===== src/rtl/core/prt_pkg.sv =====
// Shared types and constants for the pending request tracker.
package prt_pkg;
    localparam int TABLE_ENTRIES = 64;
    localparam int IDX_W         = $clog2(TABLE_ENTRIES);
    localparam int CNT_W         = IDX_W + 1;
    localparam logic [15:0] TIMEOUT_RESET_S = 16'd10;

    localparam logic [1:0] OP_QUERY = 2'd0;
    localparam logic [1:0] OP_REPLY = 2'd1;

    localparam logic [2:0] ST_INSERTED  = 3'd0;
    localparam logic [2:0] ST_FULL      = 3'd1;
    localparam logic [2:0] ST_MATCHED   = 3'd2;
    localparam logic [2:0] ST_UNMATCHED = 3'd3;
    localparam logic [2:0] ST_TICK      = 3'd4;
    localparam logic [2:0] ST_SHORT     = 3'd5;

    // Classified operation handed from front to back.
    typedef enum logic [3:0] {
        K_QUERY = 4'b0001,
        K_REPLY = 4'b0010,
        K_TICK  = 4'b0100,
        K_SHORT = 4'b1000
    } t_kind;

    typedef struct packed {
        t_kind       kind;
        logic [15:0] id;
        logic [31:0] ip;
        logic [15:0] port;
        logic [31:0] now;
    } t_job;

    typedef struct packed {
        logic [2:0]  status;
        logic [31:0] ip;
        logic [15:0] port;
        logic [6:0]  evicted;
    } t_res;
endpackage


===== src/rtl/core/prt_front.sv =====
// Front end: classifies incoming beats and queues them for the table engine.
module prt_front (
    input  logic             i_clk,
    input  logic             i_rst_n,
    input  logic             i_push,
    output logic             o_full,
    input  logic [1:0]       i_operation,
    input  logic [15:0]      i_transaction_id,
    input  logic [9:0]       i_packet_length,
    input  logic [31:0]      i_client_ip,
    input  logic [15:0]      i_client_port,
    input  logic [31:0]      i_now_seconds,
    output logic             o_job_valid,
    output prt_pkg::t_job    o_job,
    input  logic             i_job_take
);
    import prt_pkg::*;

    t_job r_q [2];
    logic r_wp, r_rp;
    logic [1:0] r_cnt;
    t_job n_job;
    logic wr, rd;

    // Classify the operation
    always_comb begin
        n_job.id   = i_transaction_id;
        n_job.ip   = i_client_ip;
        n_job.port = i_client_port;
        n_job.now  = i_now_seconds;
        if (i_operation == OP_QUERY || i_operation == OP_REPLY) begin
            if (i_packet_length < 10'd2) n_job.kind = K_SHORT;
            else if (i_operation == OP_QUERY) n_job.kind = K_QUERY;
            else n_job.kind = K_REPLY;
        end else begin
            n_job.kind = K_TICK;
        end
    end

    assign o_full      = r_cnt[1];
    assign wr          = i_push && !o_full;
    assign o_job_valid = r_cnt != 2'd0;
    assign rd          = i_job_take && o_job_valid;
    assign o_job       = r_q[r_rp];

    // Two-entry queue
    always_ff @(posedge i_clk) begin
        if (wr) r_q[r_wp] <= n_job;
        if (!i_rst_n) begin
            r_wp <= 1'b0; r_rp <= 1'b0; r_cnt <= 2'd0;
        end else begin
            if (wr) r_wp <= ~r_wp;
            if (rd) r_rp <= ~r_rp;
            r_cnt <= r_cnt + {1'b0, wr} - {1'b0, rd};
        end
    end
endmodule


===== config.mk =====
export PLATFORM = sky130hd
export DESIGN_NAME = prt_front
export DESIGN_NICKNAME = d
export VERILOG_FILES = /design/src/rtl/core/prt_pkg.sv /design/src/rtl/core/prt_front.sv
export SDC_FILE = /design/constraint.sdc
export NUM_CORES = 1
export LEC_CHECK = 0
export BUFFER_PORTS_ARGS = -buffer_cell sky130_fd_sc_hd__clkbuf_2
export CORE_ASPECT_RATIO = 1.1
export CORE_MARGIN = 5
export CORE_UTILIZATION = 25
export CTS_CLUSTER_SIZE = 20
export DETAILED_ROUTE_END_ITERATION = 8
export PLACE_DENSITY = 0.45
export SLEW_MARGIN = 5
export SYNTH_ARGS = -nofsm -noshare
export SYNTH_HDL_FRONTEND = slang
export SYNTH_SLANG_ARGS = --single-unit

===== constraint.sdc =====
create_clock -name i_clk -period 13.9 [get_ports i_clk]
set_input_delay 2.085 -clock i_clk [delete_from_list [all_inputs] [get_ports i_clk]]
set_output_delay 2.085 -clock i_clk [all_outputs]
set_load 0.01 [all_outputs]

Word-level counts from Yosys, hierarchy flattened:

Memory sizes are Yosys's and may differ from the RTL's. A register that Yosys moved wholly into a read port is not among the register bits.
Cells that the tools add are included.

* register bits after elaboration: 4
* memory bits (writable): 200
* input port bits: 112
* output and inout bits: 102
* logic and storage cells: 23
* memories kept: 1

* add/sub/neg operators: 2
* $lt $le $gt $ge: 1
* equal/unequal tests: 1
* mux-type cells: 7
* bitwise logic cells: 2
* reductions and logical operators: 6

Memory list
* r_q: words 2, bits a word 100, rd ports 1, clocked after Yosys merged registers in 1, write ports 1, line prt_front.sv:19 `t_job r_q [2];`

Operators by type and width (count)
* 10-bit by 2-bit less-than comparator with 1-bit output, second input constant: 1
* 4-bit 2-to-1 mux: 2
* 1-bit 2-to-1 mux: 4
* 2-bit by 1-bit adder with 2-bit output: 1
* 2-bit by 1-bit equality test with 1-bit output, second input constant: 1
* 1-bit logical AND: 2
* 2-bit logical NOT: 1
* 2-bit 2-to-1 mux: 1
* 1-bit NOT: 2
* 2-bit nonzero test: 1
* 2-bit by 1-bit subtractor with 2-bit output: 1
* 1-bit logical NOT: 1
* 1-bit logical OR: 1

Longest topological paths before layout:

* word-level depth: 4
* depth in mapped cells: 7

Worst setup path before layout:

No wires, ideal clock.

* path kind: input port to flip-flop
* from: input i_push
* to: memory r_q[0][0] in the netlist's numbering, enable pin
* data arrival time: 6.377 ns
* required time: 13.339 ns
* slack: 6.962 ns
* stages on the path: 2
* path buffers: 0
* cells stage by stage: nand2b_1 -> nor2_1

* word-level cells in the longest chain between the ends: 3

RTL lines
* from (decl): line prt_front.sv:5 `input logic i_push,`
* 1-bit logical AND: line prt_front.sv:41 `assign wr = i_push && !o_full;`
* 1-bit 2-to-1 mux: line prt_front.sv:48 `if (wr) r_q[r_wp] <= n_job;`
* 1-bit 2-to-1 mux (not written as such): line prt_front.sv:48
* to (decl): line prt_front.sv:19

No other way between the ends.

==> results.json <==
{
  "clkLatencyLatePin_ps": 510,
  "dp_hpwl_um": 10600,
  "power_density_nw_per_um2": 187.7,
  "antenna_found_initial": 0,
  "final-setup-viol-count": 0,
  "cts_hold_buf": 0,
  "io_buffer_count": 212,
  "syn_inst": 341,
  "grt_pass1_wl_um": 24410,
  "fin_worst_skew_ps": 6.668,
  "power_leakage_nw": 3.622,
  "ys_seq_area_share_pct": 81.71,
  "rows": 66,
  "crit_type": "reg -> out",
  "rsz0062_at_grt": "false",
  "die_width_um": 174.8,
  "slew_headroom_pct": 49.62,
  "synthesis.area_um2": 7472,
  "coreArea_um2": 29560,
  "r2r_start": "r_cnt[1]$_SDFF_PN0_",
  "hold_viol_final": 0,
  "vias": 3920,
  "numPlacedInstances": 920,
  "fin_nets": 686,
  "period_share_pct": 33.55,
  "h-tree-depth": 1,
  "die_h_um": 191.3,
  "maxCapViolCount": 0,
  "crit_slowest_cell": "dfxtp_4",
  "tritoncts": "built",
  "cp-end-kind": "output pin",
  "crit_chain": "buf_4, mux2_2, clkbuf_2",
  "synth_nets": 455,
  "fillers": 2907,
  "ctsLongestPathBuffers": 3,
  "start_util_pct": 25.28,
  "tns_ps": 0,
  "ff2ff_path_depth": 3,
  "hp-start": "r_rp$_SDFFE_PN0P_",
  "io_pins": 214,
  "drive_above_1_share_pct": 60.24,
  "grt_start_max_net_pins": 54,
  "instances_no_fill": 960,
  "critical_path_required_ps": 11810,
  "crit_family": "buffers and inverters",
  "drt_pass1_iterations": 4,
  "via_per_inst": 4.083,
  "antenna_cells": 0,
  "cts-buffers-inserted": 24,
  "route.antenna.remaining_nets": 0,
  "area_growth_pct": 30.69,
  "min_path_cells": 2,
  "syn_area_per_cell_um2": 21.91,
  "place_congestion": 0.6760,
  "crit_fanout": 51,
  "slew_viol_final": 0,
  "wl_per_cell_um": 16.41,
  "grt_usage_pct": 9.114,
  "yosysUniqueCellTypes": 19,
  "cp_slowest_stage_delay_ps": 770,
  "cts_root_buf": "clkbuf_16",
  "max-vdd-ir-drop_mv": 0.1106,
  "min_path_type": "reg -> reg",
  "ys_warn_count": 0,
  "dieArea_um2": 33450,
  "crit_buf_inv": 2,
  "cp.depth": 3,
  "drt_iter0_markers": 116,
  "r2r_setup_slack_ps": 12110,
  "synth-seq-cells": 205,
  "start_kind": "register",
  "cts_num_sinks": 205,
  "cts_resized": 0,
  "clkTransAtPathRegs_ps": 50,
  "grt_overflow": 0,
  "post-route-min-period_ps": 4664,
  "tightest_slew_ps": 755.6,
  "arrival_ps": 2580,
  "drc": 0,
  "status": "finished clean",
  "grt_pass1_vias": 4419,
  "drt-total-wl_um": 15760,
  "post_cts_buffers": 0,
  "fmax_mhz": 214.4
}
-- sequential cells by signal (all words and copies together) (netlist names), named ones only --
name,count
r_wp,1
r_rp,1
r_cnt,2
r_q,200
-- Yosys cell counts --
cell	n	area share, %
nor2_1	2	0.10
nor2b_1	3	0.25
buf_2	10	0.67
xnor2_1	3	0.35
o21a_1	2	0.20
dfxtp_1	5	1.3
nor4_4	1	0.28
inv_1	2	0.10
ha_1	2	0.33
and2_1	3	0.25
nand2b_1	1	0.084
or2_2	1	0.084
edfxtp_1	200	80
or3_1	1	0.084
nor3_1	1	0.067
mux2_2	100	15
nor3b_1	1	0.10
or4_4	1	0.15
clkbuf_1	2	0.10
-- report_power, final --
group,internal [mW],switching [mW]
Clock,0.379,0.233
Sequential,0.782,0.0396
Combinational,0.192,0.208
Total,1.35,0.480
-- layout by cell type (no fill, tap or decap), types with 2 or more instances in the layout --
| master | netlist | routed |
|---|---|---|
| and2_1 | 3 | 3 |
| buf_4 | 0 | 5 |
| bufinv_16 | 0 | 3 |
| clkbuf_1 | 2 | 4 |
| clkbuf_16 | 0 | 25 |
| clkbuf_2 | 0 | 212 |
| clkinv_1 | 0 | 6 |
| dfxtp_1 | 5 | 4 |
| edfxtp_1 | 200 | 200 |
| ha_1 | 2 | 2 |
| inv_1 | 2 | 2 |
| mux2_2 | 100 | 100 |
| nor2_4 | 0 | 2 |
| nor2b_1 | 3 | 3 |
| o21a_1 | 2 | 2 |
| xnor2_1 | 3 | 3 |
-- layer usage --
| layer | up-vias | part of all wire, % | wire length [µm] | global-route usage, % |
|---|---|---|---|---|
| li1 | 1815 | - | - | - |
| met1 | 1933 | 38 | 5972 | 10.29 |
| met2 | 135 | 50 | 7952 | 15.79 |
| met3 | 37 | 9.1 | 1440 | 3.679 |
| met4 | 0 | 2.5 | 391 | 2.992 |
| met5 | - | 0 | 0 | 0 |
-- worst paths after layout --
kind                                             end
worst max-delay path                       o_job[17]
worst min-delay path                        register
worst max register to register  r_q[0][73]$_DFFE_PP_
worst min register to register              register
-- area by class of cell --
cell class                 instances  area [µm²]  area share, %
inverter                           2       7.507        0.07687
clock inverter                    11       125.1          1.281
tap                              374       467.9          4.792
clock buffer                      29       640.6          6.560
timing repair buffer             217        1099          11.25
multi-input combinational        122        1316          13.48
sequential                       205        6110          62.56
-- worst register-to-register path, delay by kind of cell, from the launching register on --
kind,cells,cell delay (ps)
simple gates,2,410
buf+inv,1,590
flops,1,350
-- cell families after synthesis --
logic type | after synthesis | synth area share (%)
muxes | 100 | 15.07
xor gates and xnor gates | 3 | 0.3517
DFF | 205 | 81.71
AOI/OAI and AO/OA | 2 | 0.2009
and+or+nand+nor | 15 | 1.457
buffers and inverters | 14 | 0.8708
adders and majority gates | 2 | 0.3348
-- metrics by stage --
step                utilization [%]  power, mW  hold slack (ps)  setup slack, ps  instance area [µm²]
CTS                           33.03      1.876            555.9             9089                 9766
global placement              30.44      1.242            520.3             9692                 9000
detailed placement            30.44      1.252            536.6             9646                 9000
floorplan                         -      1.080            503.9             6962                 7472
finish                        33.03      1.833            549.7             9236                 9766
global route                  33.03      1.935            591.0             9013                 9766
No activity file was read; power rests on OpenSTA's default activity.
